$ cat src/sv/http_chunked_body_decoder_assert.svh
// ----------------------------------------------------------------------------
// Assertion macros
// Concurrent assertion wrappers, compiled out when ASSERT_OFF is defined.
// ----------------------------------------------------------------------------
`ifndef HTTP_CHUNKED_BODY_DECODER_ASSERT_SVH
`define HTTP_CHUNKED_BODY_DECODER_ASSERT_SVH

`ifndef ASSERT_OFF
// checked outside reset only
`define HCBD_ASSERT(label, clk, rst, prop, msg) \
  label: assert property (@(posedge clk) disable iff (rst) prop) else $error(msg);
// checked during reset as well
`define HCBD_ASSERT_RST(label, clk, prop, msg) \
  label: assert property (@(posedge clk) prop) else $error(msg);
`else
`define HCBD_ASSERT(label, clk, rst, prop, msg)
`define HCBD_ASSERT_RST(label, clk, prop, msg)
`endif

`endif

$ cat src/sv/hcbd_pkg.sv
// ----------------------------------------------------------------------------
// hcbd_pkg
// Shared types, codes and character helpers for the chunked body decoder.
// ----------------------------------------------------------------------------
package hcbd_pkg;

  localparam int SIZE_BITS_DEFAULT = 32;

  localparam logic [2:0] ST_RUN   = 3'd0;
  localparam logic [2:0] ST_OK    = 3'd1;
  localparam logic [2:0] ST_BAD   = 3'd2;
  localparam logic [2:0] ST_TRUNC = 3'd3;
  localparam logic [2:0] ST_OVF   = 3'd4;

  localparam logic [7:0] CH_LF = 8'h0A;
  localparam logic [7:0] CH_CR = 8'h0D;

  typedef enum logic [6:0] {
    PH_WS   = 7'b0000001,
    PH_ZERO = 7'b0000010,
    PH_HEX  = 7'b0000100,
    PH_TAIL = 7'b0001000,
    PH_DATA = 7'b0010000,
    PH_SKIP = 7'b0100000,
    PH_STOP = 7'b1000000
  } phase_t;

  typedef struct packed {
    logic       ok;
    logic [3:0] value;
  } hex_digit_t;

  function automatic hex_digit_t hex_value(input logic [7:0] c);
    hex_digit_t r;
    r.ok    = 1'b1;
    r.value = 4'd0;
    if (c >= 8'h30 && c <= 8'h39) begin
      r.value = 4'(c - 8'h30);
    end else if (c >= 8'h61 && c <= 8'h66) begin
      r.value = 4'(c - 8'h57);
    end else if (c >= 8'h41 && c <= 8'h46) begin
      r.value = 4'(c - 8'h37);
    end else begin
      r.ok = 1'b0;
    end
    return r;
  endfunction

  // space, tab, LF, VT, FF, CR
  function automatic logic is_space(input logic [7:0] c);
    return (c == 8'h20) || (c >= 8'h09 && c <= 8'h0D);
  endfunction

endpackage

$ cat src/sv/hcbd_if.sv
// ----------------------------------------------------------------------------
// hcbd channel interfaces
// Valid/ready channels for raw body bytes and for decoded result words.
// ----------------------------------------------------------------------------
interface hcbd_body_if;
  logic       valid;
  logic       ready;
  logic [7:0] body_byte;
  logic       is_last;

  modport source (output valid, output body_byte, output is_last, input ready);
  modport sink   (input valid, input body_byte, input is_last, output ready);
endinterface

interface hcbd_result_if;
  logic       valid;
  logic       ready;
  logic [7:0] out_byte;
  logic       byte_valid;
  logic [2:0] status;

  modport source (output valid, output out_byte, output byte_valid, output status,
                  input ready);
  modport sink   (input valid, input out_byte, input byte_valid, input status,
                  output ready);
endinterface

$ cat src/sv/http_chunked_body_decoder.sv
// Each accepted body word yields one result word, registered in the output register.
// Throughput: one word per cycle unless the result side stalls; state updates on acceptance.
// The output register refills in the cycle it is taken, so a stall on the result side alone
// holds the input off.
// Reset (rst, synchronous): decoder back to the size line with no digits, output register empty.
// ----------------------------------------------------------------------------
// http_chunked_body_decoder
// HTTP/1.1 chunked transfer decoder: one body byte in, one result word out.
// ----------------------------------------------------------------------------
`include "http_chunked_body_decoder_assert.svh"

module http_chunked_body_decoder #(
  parameter int SIZE_BITS = hcbd_pkg::SIZE_BITS_DEFAULT
) (
  input logic         clk,
  input logic         rst,
  hcbd_body_if.sink   body,
  hcbd_result_if.source result
);

  hcbd_pkg::phase_t       phase, phase_next;
  logic [SIZE_BITS-1:0]   size_accum, size_accum_next;
  logic [SIZE_BITS-1:0]   bytes_left, bytes_left_next;
  logic                   digit_seen, digit_seen_next;
  logic [1:0]             skip_left, skip_left_next;
  logic                   line_cr, line_cr_next;
  logic [2:0]             final_st, final_st_next;

  logic                   out_valid;
  logic [7:0]             out_byte;
  logic                   byte_valid;
  logic [2:0]             status;

  logic                   accept;
  logic                   emit;
  hcbd_pkg::hex_digit_t   dig;
  logic [7:0]             c;

  assign body.ready = !out_valid || result.ready;
  assign accept     = body.valid && body.ready;
  assign c          = body.body_byte;
  assign dig        = hcbd_pkg::hex_value(c);

  always_comb begin
    logic done;
    phase_next      = phase;
    size_accum_next = size_accum;
    bytes_left_next = bytes_left;
    digit_seen_next = digit_seen;
    skip_left_next  = skip_left;
    line_cr_next    = line_cr;
    final_st_next   = final_st;
    emit            = 1'b0;
    done            = 1'b0;

    case (phase)
      hcbd_pkg::PH_WS, hcbd_pkg::PH_ZERO, hcbd_pkg::PH_HEX, hcbd_pkg::PH_TAIL: begin
        if (line_cr) begin
          line_cr_next = 1'b0;
          if (c == hcbd_pkg::CH_LF) begin
            done = 1'b1;
            if (!digit_seen) begin
              phase_next    = hcbd_pkg::PH_STOP;
              final_st_next = hcbd_pkg::ST_BAD;
            end else if (size_accum == '0) begin
              phase_next    = hcbd_pkg::PH_STOP;
              final_st_next = hcbd_pkg::ST_OK;
            end else begin
              bytes_left_next = size_accum;
              size_accum_next = '0;
              digit_seen_next = 1'b0;
              phase_next      = hcbd_pkg::PH_DATA;
            end
          end else if (phase == hcbd_pkg::PH_ZERO || phase == hcbd_pkg::PH_HEX) begin
            phase_next = hcbd_pkg::PH_TAIL;
          end
        end
        if (!done) begin
          if (c == hcbd_pkg::CH_CR) begin
            line_cr_next = 1'b1;
          end else begin
            case (phase_next)
              hcbd_pkg::PH_WS: begin
                if (!hcbd_pkg::is_space(c)) begin
                  if (dig.ok) begin
                    digit_seen_next = 1'b1;
                    size_accum_next = SIZE_BITS'(dig.value);
                    phase_next      = (dig.value == 4'd0) ? hcbd_pkg::PH_ZERO
                                                          : hcbd_pkg::PH_HEX;
                  end else begin
                    phase_next = hcbd_pkg::PH_TAIL;
                  end
                end
              end
              hcbd_pkg::PH_ZERO: begin
                if (c == 8'h78 || c == 8'h58) begin
                  phase_next = hcbd_pkg::PH_HEX;
                end else if (dig.ok) begin
                  size_accum_next = SIZE_BITS'(dig.value);
                  phase_next      = hcbd_pkg::PH_HEX;
                end else begin
                  phase_next = hcbd_pkg::PH_TAIL;
                end
              end
              hcbd_pkg::PH_HEX: begin
                if (dig.ok) begin
                  // top nibble in use means the next shift would lose bits
                  if (size_accum[SIZE_BITS-1 -: 4] != 4'd0) begin
                    phase_next    = hcbd_pkg::PH_STOP;
                    final_st_next = hcbd_pkg::ST_OVF;
                  end else begin
                    size_accum_next = {size_accum[SIZE_BITS-5:0], dig.value};
                    digit_seen_next = 1'b1;
                  end
                end else begin
                  phase_next = hcbd_pkg::PH_TAIL;
                end
              end
              default: begin
              end
            endcase
          end
        end
      end
      hcbd_pkg::PH_DATA: begin
        logic [SIZE_BITS-1:0] left;
        emit = 1'b1;
        left = bytes_left;
        if (left != '0) left = left - SIZE_BITS'(1);
        bytes_left_next = left;
        if (left == '0) begin
          skip_left_next = 2'd2;
          phase_next     = hcbd_pkg::PH_SKIP;
        end
      end
      hcbd_pkg::PH_SKIP: begin
        logic [1:0] sk;
        sk = skip_left;
        if (sk != 2'd0) sk = sk - 2'd1;
        skip_left_next = sk;
        if (sk == 2'd0) begin
          phase_next      = hcbd_pkg::PH_WS;
          size_accum_next = '0;
          digit_seen_next = 1'b0;
          line_cr_next    = 1'b0;
        end
      end
      default: begin
      end
    endcase

    if (body.is_last && phase_next != hcbd_pkg::PH_STOP) begin
      phase_next    = hcbd_pkg::PH_STOP;
      final_st_next = hcbd_pkg::ST_TRUNC;
    end
  end

  always_ff @(posedge clk) begin
    if (rst) begin
      phase      <= hcbd_pkg::PH_WS;
      size_accum <= '0;
      bytes_left <= '0;
      digit_seen <= 1'b0;
      skip_left  <= 2'd0;
      line_cr    <= 1'b0;
      final_st   <= hcbd_pkg::ST_RUN;
      out_valid  <= 1'b0;
    end else begin
      if (accept) begin
        phase      <= phase_next;
        size_accum <= size_accum_next;
        bytes_left <= bytes_left_next;
        digit_seen <= digit_seen_next;
        skip_left  <= skip_left_next;
        line_cr    <= line_cr_next;
        final_st   <= final_st_next;
        out_valid  <= 1'b1;
      end else if (result.ready) begin
        out_valid <= 1'b0;
      end
    end
  end

  always_ff @(posedge clk) begin
    if (accept) begin
      out_byte   <= emit ? c : 8'd0;
      byte_valid <= emit;
      status     <= (phase_next == hcbd_pkg::PH_STOP) ? final_st_next : hcbd_pkg::ST_RUN;
    end
  end

  assign result.valid      = out_valid;
  assign result.out_byte   = out_byte;
  assign result.byte_valid = byte_valid;
  assign result.status     = status;

  `HCBD_ASSERT(a_stop_sticks, clk, rst, phase == hcbd_pkg::PH_STOP |=> phase == hcbd_pkg::PH_STOP, "decoder left the stopped phase without reset")
  `HCBD_ASSERT(a_data_count, clk, rst, phase == hcbd_pkg::PH_DATA |-> bytes_left != '0, "data phase with no bytes left")
  `HCBD_ASSERT(a_skip_count, clk, rst, phase == hcbd_pkg::PH_SKIP |-> skip_left != 2'd0, "skip phase with nothing to skip")
  `HCBD_ASSERT(a_payload_status, clk, rst, out_valid && byte_valid |-> status == hcbd_pkg::ST_RUN || status == hcbd_pkg::ST_TRUNC, "payload word with a final status other than truncated")
  `HCBD_ASSERT_RST(a_reset_state, clk, rst |=> !out_valid && phase == hcbd_pkg::PH_WS, "reset did not clear the decoder")

endmodule

$ cat src/flat_wrapper.sv
// flat-port wrapper written by rule: the top's interface ports become plain ports
module http_chunked_body_decoder_flat 
#(
  parameter int SIZE_BITS = hcbd_pkg::SIZE_BITS_DEFAULT
)
  (clk, rst, body_valid, body_body_byte, body_is_last, body_ready, result_valid, result_out_byte, result_byte_valid, result_status, result_ready);
  hcbd_body_if body_i ();
  hcbd_result_if result_i ();
  input logic clk;
  input logic rst;
  input wire logic [$bits(body_i.valid)-1:0] body_valid;
  input wire logic [$bits(body_i.body_byte)-1:0] body_body_byte;
  input wire logic [$bits(body_i.is_last)-1:0] body_is_last;
  output wire logic [$bits(body_i.ready)-1:0] body_ready;
  output wire logic [$bits(result_i.valid)-1:0] result_valid;
  output wire logic [$bits(result_i.out_byte)-1:0] result_out_byte;
  output wire logic [$bits(result_i.byte_valid)-1:0] result_byte_valid;
  output wire logic [$bits(result_i.status)-1:0] result_status;
  input wire logic [$bits(result_i.ready)-1:0] result_ready;
  assign body_i.valid = body_valid;
  assign body_i.body_byte = body_body_byte;
  assign body_i.is_last = body_is_last;
  assign body_ready = body_i.ready;
  assign result_valid = result_i.valid;
  assign result_out_byte = result_i.out_byte;
  assign result_byte_valid = result_i.byte_valid;
  assign result_status = result_i.status;
  assign result_i.ready = result_ready;
  http_chunked_body_decoder #(.SIZE_BITS(SIZE_BITS)) u_core (.clk(clk), .rst(rst), .body(body_i), .result(result_i));
endmodule
$ cat config.mk
export PLATFORM = sky130hd
export DESIGN_NAME = http_chunked_body_decoder_flat
export DESIGN_NICKNAME = d
export VERILOG_FILES = /design/src/sv/hcbd_pkg.sv /design/src/sv/hcbd_if.sv /design/src/sv/http_chunked_body_decoder.sv /design/src/flat_wrapper.sv
export VERILOG_INCLUDE_DIRS = /design/src /design/src/sv
export SDC_FILE = /design/constraint.sdc
export NUM_CORES = 1
export LEC_CHECK = 0
export ABC_AREA = 0
export ABC_CLOCK_PERIOD_IN_PS = 9800
export BUFFER_PORTS_ARGS = -buffer_cell sky130_fd_sc_hd__buf_4
export CORE_UTILIZATION = 30
export CTS_BUF_LIST = sky130_fd_sc_hd__clkbuf_8
export DETAILED_ROUTE_END_ITERATION = 8
export GPL_TIMING_DRIVEN = 0
export PLACE_DENSITY_LB_ADDON = 0.1
export SLEW_MARGIN = 20
export SYNTH_ARGS = -nofsm -noshare
export SYNTH_HDL_FRONTEND = slang
export SYNTH_SLANG_ARGS = --single-unit
$ cat constraint.sdc
create_clock -name clk -period 9.8 [get_ports clk]
set_input_delay 2.45 -clock clk [delete_from_list [all_inputs] [get_ports clk]]
set_output_delay 2.45 -clock clk [all_outputs]
set_load 0.01 [all_outputs]
## After elaboration in Yosys (flattened, before gate mapping)

Index checks and enable logic that the tools add are counted.

- Flip-flop bits (word level): 91
- Output and inout bits: 14
- Input bits: 13
- Logic and storage cells: 156

- Equality and inequality tests: 22
- Add/sub/neg operators: 5
- Order comparisons: 8
- Mux-type cells: 84
- Reduce and logical (&&, ||, !) cells: 26

Operators by type and width:

| operator | count |
|---|---|
| 32-bit two-way mux | 18 |
| 32-bit case mux with 2 select lines | 2 |
| 7-bit two-way mux | 16 |
| 32-bit case mux with 3 select lines | 1 |
| 32-bit logical NOT | 2 |
| 7-bit case mux with 3 select lines | 2 |
| 3-bit two-way mux | 12 |
| 32-bit nonzero test | 1 |
| 32-bit by 1-bit subtractor with 32-bit output (second input constant) | 1 |
| 1-bit two-way mux | 22 |
| 8-bit by 4-bit equality test with 1-bit output (second input constant) | 2 |
| 8-bit by 7-bit equality test with 1-bit output (second input constant) | 2 |
| 8-bit by 7-bit greater-or-equal comparator with 1-bit output (second input constant) | 2 |
| 8-bit by 7-bit less-or-equal comparator with 1-bit output (second input constant) | 2 |
| 4-bit two-way mux | 4 |
| 7-bit by 1-bit equality test with 1-bit output (second input constant) | 2 |
| 7-bit by 2-bit equality test with 1-bit output (second input constant) | 2 |
| 7-bit by 3-bit equality test with 1-bit output (second input constant) | 2 |
| 2-bit by 1-bit inequality test with 1-bit output (second input constant) | 5 |
| 2-bit nonzero test | 5 |
| 8-bit by 6-bit equality test with 1-bit output (second input constant) | 1 |
| 8-bit by 4-bit greater-or-equal comparator with 1-bit output (second input constant) | 1 |
| 8-bit by 6-bit greater-or-equal comparator with 1-bit output (second input constant) | 1 |
| 8-bit by 4-bit less-or-equal comparator with 1-bit output (second input constant) | 1 |
| other kinds (22) | 36 |

## Logic depth before layout (Yosys ltp)

Gate-level depths: netlist (run 1).

- Depth after elaboration: 17
- Depth in mapped cells: 13
- Mapped depth without buffers: 10

## Worst setup path after synthesis (run 1)

OpenSTA, ideal clock, no wires.

- Kind: input-to-output
- Start point: input port result_ready
- End point: output port body_ready
- Stages on the path: 1
- Slack: 4.707 ns
- Data arrival time: 2.643 ns
- Buffers on the path: 0
- Data required time: 7.350 ns
- Path through: nand2b_1

- Cells in the longest elaborated chain, start to end: 1

Ends and longest elaborated chain:

| element | line | RTL |
|---|---|---|
| start, declared | flat_wrapper.sv:19 | `input wire logic [$bits(result_i.ready)-1:0] result_ready;` |
| 1-bit logical OR | http_chunked_body_decoder.sv:39 | `assign body.ready = !out_valid \|\| result.ready;` |
| end, declared | flat_wrapper.sv:14 | `output wire logic [$bits(body_i.ready)-1:0] body_ready;` |

No other way between the ends.

## Worst setup path after layout (run 1)

Ends and elaborated chain as after synthesis.

==> metrics.yaml, run 1 <==
detail_route.drc_violations: 0
worstSetupPathType: "in2out"
cts_setup_buffers: 0
required_ps: 7350
max_cap_violations: 0
crit_path_top_delay_cell: "sky130_fd_sc_hd__nand2b_1"
switching_share_pct: 26.7
cts_root_buffer: "sky130_fd_sc_hd__clkbuf_8"
design.portCount: 27
cts_hold_buf: 0
synth_warnings: 0
rows: 50
timing.setup.tns_ps: 0
final_net_count: 786
timing.critical_path.to_type: "output port"
ctsLongestPathBuffers: 2
tritoncts: "built"
grt_usage_pct: 21.8
share_clk_of_total_power_pct: 37.5
placed_area_sq_um: 6410
worst_ep_arrival_ps: 2890
busiest_layer: "met2"
setup_repair_after_global_routing_missed_its_margin: "false"
grt_overflow_total: 0
leakagePower_nw: 2.35
most-common-layout-cells: "99 x sky130_fd_sc_hd__nor2_1, 79 x sky130_fd_sc_hd__dfxtp_1, 71 x sky130_fd_sc_hd__nand2_1, 48 x sky130_fd_sc_hd__a21oi_1, 40 x sky130_fd_sc_hd__a22oi_1"
total_power_mw: 0.763
final_cell_count_no_fill: 1032
total_of_endpoints_with_negative_setup_slack_in_the_final_report: 0
htreeDepth: 3
synth_edf_count: 12
sequentialPowerShare_pct: 50.5
postSynth.topFlopCell: "sky130_fd_sc_hd__dfxtp_1"
post_synth_instance_area_sq_um: 5900
outcome: "completed"
layout-drive-gt1-share_pct: 14.4
synth.net_count: 751
gr_met1_demand_resource_pct: 27.2
floorplan.core_area_sq_um: 19000
worst_hold_slack_after_final_layout_ps: 476
post_synth_num_cell_types: 94
cts_inserted_buffers: 9
number_of_sinks_handled_by_clock_tree_synthesis: 91
routed_wl_um: 21200
post_cts_resize_count: 0
die_area_sq_um: 20200
p_int_mw: 0.559
num_vias: 5934
synth_sequential_area_ratio_pct: 32.9
routed_via_density: 5.75
worst_slew_pin_slew_ps: 826
first_pass_iters: 5
min-delay-path-class: "reg2reg"
async_reset_ff_share_pct: 0
switching_power_mw: 0.203
hold_viol: 0
power_frac_comb_pct: 12.0
p_per_area_nw_per_um2: 115
dp_hpwl_um: 15600
final_min_period_over_clock_period_pct: 54.5
grt_pass1_wl_um: 33300
crit_path_max_incr_delay_ps: 170
antennaDiodeCount: 0
gp_congestion: 0.932
layout-area-overhead-vs-synth_pct: 12.1
max_slew_margin_pct: 44.6
first_iter_violations: 461
crit_path_frequent_cell: "sky130_fd_sc_hd__buf_4"
buffer_ports.inserted: 24
fin_skew_ps: 15.7
timing_max_transition_violations_final: 0
final_area_sq_um: 6620
critPathMaxFanout: 3
vias_in_the_first_global_route: 5802
chipWidth_um: 142
syn_area_per_cell_sq_um: 8.06
clock_latency_ps: 390
globalRouteMet3Util_pct: 2.69
timing.critical_path.cells: "buf_4 -> nand2b_1 -> buf_4"
floorplan.initialDensity_pct: 31.0
vdd.ir_drop.worst_mv: 0.0568
synth.ff_latch_count: 91
initial_antenna_violation_count: 0
dieHeight_um: 142
ant_nets: 0
clock.fmax_mhz: 187
post_layout_minimum_cycle_time_ps: 5340
routedWlPerCell_um: 20.5
use_met2_pct: 36.6
placedCellCount: 1016
mostFrequentLayoutCell: "sky130_fd_sc_hd__nor2_1"
grt_start_max_net_pins: 21
clkTransAtPathRegs_ps: 90
cp-start-kind: "input port"
postSynthCellCount: 732
-- flip-flops by register name, summed over array words and instances (netlist names) --
signal	count
u_core.final_st	3
u_core.bytes_left	32
u_core.size_accum	32
u_core.digit_seen	1
u_core.result.status	3
u_core.line_cr	1
u_core.skip_left	2
u_core.phase	7
u_core.result.valid	1
u_core.result.out_byte	8
u_core.result.byte_valid	1
-- final cells by class --
cell class | instances | area (sq um)
Sequential cell | 91 | 1940
Fill cell | 2062 | 12400
Multi-Input combinational cell | 568 | 3580
Tap cell | 260 | 325
Timing Repair Buffer | 24 | 180
Clock inverter | 7 | 86.3
Clock buffer | 9 | 124
Inverter | 22 | 82.6
Buffer | 51 | 298
-- critical path, delay by kind of cell --
kind,cells,cell delay [ps]
buf+inv,2,270
simple gates,1,170
-- synthesized netlist by cell type, types with 15 or more instances --
cell type                   n  area, sq um
sky130_fd_sc_hd__a21oi_1   48          240
sky130_fd_sc_hd__a22oi_1   40          300
sky130_fd_sc_hd__clkbuf_1  27          101
sky130_fd_sc_hd__dfxtp_1   79         1580
sky130_fd_sc_hd__inv_1     20         75.1
sky130_fd_sc_hd__nand2_1   71          267
sky130_fd_sc_hd__nand3_1   17         85.1
sky130_fd_sc_hd__nor2_1    99          372
sky130_fd_sc_hd__nor3_1    23          115
sky130_fd_sc_hd__nor4_1    15         93.8
sky130_fd_sc_hd__o21ai_0   36          180
sky130_fd_sc_hd__o31ai_1   15          113
-- power by group through the flow --
stage / clock network, mW / logic, mW / registers [mW]
2_1_floorplan: 0 / 0.0604 / 0.395
3_3_place_gp: 0 / 0.0903 / 0.394
3_5_place_dp: 0 / 0.0905 / 0.394
4_1_cts: 0.295 / 0.0908 / 0.385
5_1_grt: 0.310 / 0.0984 / 0.386
6_report: 0.286 / 0.0912 / 0.385
-- metrics by stage --
stage	worst slack, ps	util [%]
floorplan	4710	-
global placement	4430	33.7
detailed placement	4350	33.7
CTS	4450	34.8
global route	4440	34.8
finish	4460	34.8
-- kinds of logic after synthesis --
kind of cell             Yosys count  synth area share [%]
AO/OA/AOI/OAI                    229                  28.2
XOR/XNOR                           8                  1.19
adder cells (fa/ha/maj)            6                  1.27
buffers and inverters             73                  6.44
flip-flops                        91                  32.9
multiplexers                       2                 0.360
AND/OR/NAND/NOR                  323                  29.6
-- routing by layer --
metal	wire length (um)	share of wire, %	up-vias
met1	9310	44	2874
met2	10100	48	203
met4	865	4.1	0
li1	-	-	2806
met5	0	0	-
met3	923	4.4	51
-- final timing paths --
kind	from	end	slack (ps)	cells after the start
hold reg to reg	u_core.final_st[2]	u_core.final_st[2]	480	2
setup / recovery	result_ready	body_ready	4460	3
hold / removal	u_core.final_st[2]	u_core.final_st[2]	480	2
setup reg to reg	u_core.bytes_left[0]	u_core.phase[5]	5920	12
Power figures use the tool's default switching activity.
==> run 2: changes to the inputs <==
--- a/config.mk
+++ b/config.mk
@@ -6,8 +6,8 @@
 export SDC_FILE = /design/constraint.sdc
 export NUM_CORES = 1
 export LEC_CHECK = 0
-export ABC_AREA = 0
-export ABC_CLOCK_PERIOD_IN_PS = 9800
+export ABC_AREA = 1
+export ABC_CLOCK_PERIOD_IN_PS = 5400
 export BUFFER_PORTS_ARGS = -buffer_cell sky130_fd_sc_hd__buf_4
 export CORE_UTILIZATION = 30
 export CTS_BUF_LIST = sky130_fd_sc_hd__clkbuf_8
==> constraint.sdc (replaced) <==
create_clock -name clk -period 5.4 [get_ports clk]
set_input_delay 1.35 -clock clk [delete_from_list [all_inputs] [get_ports clk]]
set_output_delay 1.35 -clock clk [all_outputs]
set_load 0.01 [all_outputs]
==> run 2 against run 1 <==
Net effect:
- via count increased by 22%
- highest routed layer unchanged
- synthesized area increased by 12%
- wire length increased by 17%
- final cell count increased by 36%
- hold slack got worse by 1.0 ps
- worst setup slack got worse by 3000 ps
==> metrics.yaml, run 2 <==
gp_congestion: 0.874  # -6.2%
die_area_sq_um: 22700  # +12%
cts_hold_buf: 0  # unchanged
synth_fa_ha_area_share_pct: 1.13  # -0.14 points
htreeDepth: 3  # unchanged
fraction_of_synthesized_area_in_multiplexers_pct: 0  # -0.36 points
worst_slew_pin_slew_ps: 775  # -51.2 ps
antennaDiodeCount: 0  # unchanged
post_layout_minimum_cycle_time_ps: 3970
worstSetupPathType: "in2reg"
worstReg2RegEnd: "u_core.result.status[1]"
routed_via_density: 5.14  # -11%
vias_in_the_first_global_route: 6839  # +18%
final_cell_count_no_fill: 1404  # +36%
max_cap_violations: 0  # unchanged
synth_sequential_area_ratio_pct: 29.2  # -3.6 points
routed_wl_um: 24800  # +17%
async_reset_ff_share_pct: 0  # unchanged
floorplan.initialDensity_pct: 30.5  # -0.52 points
timing.critical_path.cells: "buf_4 -> inv_1 -> ha_1 -> nand2_1 -> nor2_2 -> nand2_2 -> buf_4 -> inv_1 -> nor2_2 -> inv_1 -> nor4_1 -> nor3_1 -> inv_1 -> nand3_2 -> o21bai_2 -> buf_6 -> a21oi_1"
placedCellCount: 1388  # +37%
post_synth_instance_area_sq_um: 6640  # +12%
min-delay-path-class: "reg2reg"
postSynthCellCount: 1083  # +48%
ctsLongestPathBuffers: 2  # unchanged
synth_top_family_by_area: "simple AND/OR/NAND/NOR gates"
grt_pass1_wl_um: 38900  # +17%
synth.ff_latch_count: 91  # unchanged
crit_path_top_delay_cell: "sky130_fd_sc_hd__nor4_1"
timing.critical_path.to_type: "register"
cell_types_occupying_the_most_area_after_synthesis: "sky130_fd_sc_hd__dfxtp_1 24%, sky130_fd_sc_hd__nand2_1 17%, sky130_fd_sc_hd__nor2_1 7.7%"
most-common-layout-cells: "305 x sky130_fd_sc_hd__nand2_1, 137 x sky130_fd_sc_hd__nor2_1, 104 x sky130_fd_sc_hd__inv_1, 93 x sky130_fd_sc_hd__a21oi_1, 79 x sky130_fd_sc_hd__dfxtp_1"
setup_repair_after_global_routing_missed_its_margin: "false"
first_iter_violations: 417  # -9.5%
synthTopCellsByCount: "305 x sky130_fd_sc_hd__nand2_1, 137 x sky130_fd_sc_hd__nor2_1, 103 x sky130_fd_sc_hd__inv_1, 93 x sky130_fd_sc_hd__a21oi_1, 79 x sky130_fd_sc_hd__dfxtp_1"
chipWidth_um: 151  # +6.0%
total_of_endpoints_with_negative_setup_slack_in_the_final_report: 0  # unchanged
synth_edf_count: 12  # unchanged
clock_latency_ps: 390  # about the same
critPathMaxFanout: 10  # +7
cp-start-kind: "input port"
rrSetupSlack_ps: 1910  # -4010 ps
cts_setup_buffers: 0  # unchanged
max_slew_margin_pct: 48.3  # +3.8 points
detail_route.drc_violations: 0  # unchanged
required_ps: 5540  # -1810 ps
timing.setup.tns_ps: 0  # unchanged
r2r.worst_path.cells: 18  # +6
syn_area_per_cell_sq_um: 6.13  # -24%
reg_top3: "u_core.bytes_left x32, u_core.size_accum x32, u_core.result.out_byte x8"
layout-drive-gt1-share_pct: 8.27  # -6.1 points
dp_hpwl_um: 19800  # +27%
complex_gate_fraction_of_the_synthesized_area_pct: 20.5  # -7.7 points
ant_nets: 0  # unchanged
cts_inserted_buffers: 9  # unchanged
grt_usage_pct: 22.8  # +1.0 points
crit_path_frequent_cell: "sky130_fd_sc_hd__inv_1"
worst_ep_arrival_ps: 4110  # +1220 ps
timing.critical_path.from: "body_body_byte[0]"
crit_path_end: "u_core.result.status[1]"
synth.net_count: 1102  # +47%
post_synth_num_cell_types: 47  # -50%
clkTransAtPathRegs_ps: 100  # about the same
synth-xor-area-share_pct: 0.396  # -0.79 points
layout-area-overhead-vs-synth_pct: 10.9
yosys.area.top_type_share_pct: 23.8  # -3.0 points
crit_path_max_incr_delay_ps: 630  # +460 ps
routedWlPerCell_um: 17.7  # -14%
outcome: "completed"
fin_skew_ps: 13.2  # -2.43 ps
fill_cells: 2525  # +22%
initial_antenna_violation_count: 0  # unchanged
yosysTopAreaCell: "sky130_fd_sc_hd__dfxtp_1"
vdd.ir_drop.worst_mv: 0.114  # +100%
postSynth.topFlopCell: "sky130_fd_sc_hd__dfxtp_1"
tritoncts: "built"
grt_start_max_net_pins: 22  # +4.8%
synth.most_common_cell: "sky130_fd_sc_hd__nand2_1"
num_vias: 7219  # +22%
synth_warnings: 0  # unchanged
final_net_count: 1138  # +45%
design.portCount: 27  # unchanged
grt_overflow_total: 0  # unchanged
dieHeight_um: 151  # +6.0%
rows: 54  # +8.0%
synth_simple_gate_area_share_pct: 39.4  # +9.7 points
final_min_period_over_clock_period_pct: 73.6
leakagePower_nw: 3.14  # +33%
p_per_area_nw_per_um2: 306  # +170%
timing_max_transition_violations_final: 0  # unchanged
hold_viol: 0  # unchanged
mostFrequentLayoutCell: "sky130_fd_sc_hd__nand2_1"
post_cts_resize_count: 0  # unchanged
worstReg2RegStart: "u_core.bytes_left[0]"
clock.fmax_mhz: 252
number_of_sinks_handled_by_clock_tree_synthesis: 91  # unchanged
buffer_ports.inserted: 25  # +4.2%
first_pass_iters: 5  # unchanged
floorplan.core_area_sq_um: 21800  # +14%
cts_root_buffer: "sky130_fd_sc_hd__clkbuf_8"
run 2: kinds of logic after synthesis:
family                     count (synthesis)
DFF                                       91
AOI/OAI and AO/OA                        226
adders and majority gates                  6
buffers and inverters                    158
xor gates and xnor gates                   3
and+or+nand+nor                          599
run 2: metal layers:
| metal | global-route usage [%] | wire, um | vias to the layer above |
|---|---|---|---|
| met3 | 2.73 | 697 | 24 |
| met1 | 30.6 | 11800 | 3357 |
| met4 | 4.35 | 297 | 0 |
| li1 | - | - | 3714 |
| met5 | 0 | 0 | - |
| met2 | 39.2 | 12000 | 124 |
run 2: area by class of cell:
type	count	area, sq um	share of cell area, %
Clock inverter	7	60.1	0.816
Clock buffer	9	124	1.68
Inverter	116	435	5.91
Buffer	42	188	2.55
Multi-Input combinational cell	834	4080	55.4
Sequential cell	91	1940	26.4
Timing Repair Buffer	25	188	2.55
Tap cell	280	350	4.76
run 2: critical path, delay by kind of cell:
| family | cells | cell delay, ps |
|---|---|---|
| buffers and inverters | 7 | 970 |
| AND/OR/NAND/NOR | 7 | 1360 |
| adder cells (fa/ha/maj) | 1 | 210 |
| AO/OA/AOI/OAI | 2 | 230 |
run 2: worst min-delay path by stage:
| stage | startpoint | endpoint | slack (ps) | cells after the start |
|---|---|---|---|---|
| after floorplan | u_core.size_accum[4] | u_core.size_accum[4] | 450 | 2 |
| after global placement | u_core.size_accum[4] | u_core.size_accum[4] | 460 | 2 |
| after detailed placement | u_core.size_accum[4] | u_core.size_accum[4] | 460 | 2 |
| after CTS | u_core.size_accum[4] | u_core.size_accum[4] | 470 | 2 |
| after global routing | u_core.size_accum[6] | u_core.size_accum[6] | 480 | 2 |
| final | u_core.size_accum[4] | u_core.size_accum[4] | 480 | 2 |
run 2: power breakdown:
group / leakage, nW / switching (mW) / internal [mW]
sequential: 0.762 / 0.0303 / 0.715
combinational: 2.27 / 0.723 / 0.308
clock: 0.0992 / 0.265 / 0.209
total: 3.14 / 1.02 / 1.23
run 2: stage by stage:
stage / hold slack [ps] / setup WS (ps) / util [%] / power [mW] / cell area (sq um)
floorplan: 445 / 1900 / - / 1.49 / 6640
detailed placement: 458 / 961 / 33.0 / 1.79 / 7180
global placement: 456 / 955 / 33.0 / 1.79 / 7180
global route: 485 / 1110 / 33.8 / 2.42 / 7360
CTS: 473 / 1390 / 33.8 / 2.26 / 7360
finish: 475 / 1430 / 33.8 / 2.25 / 7360
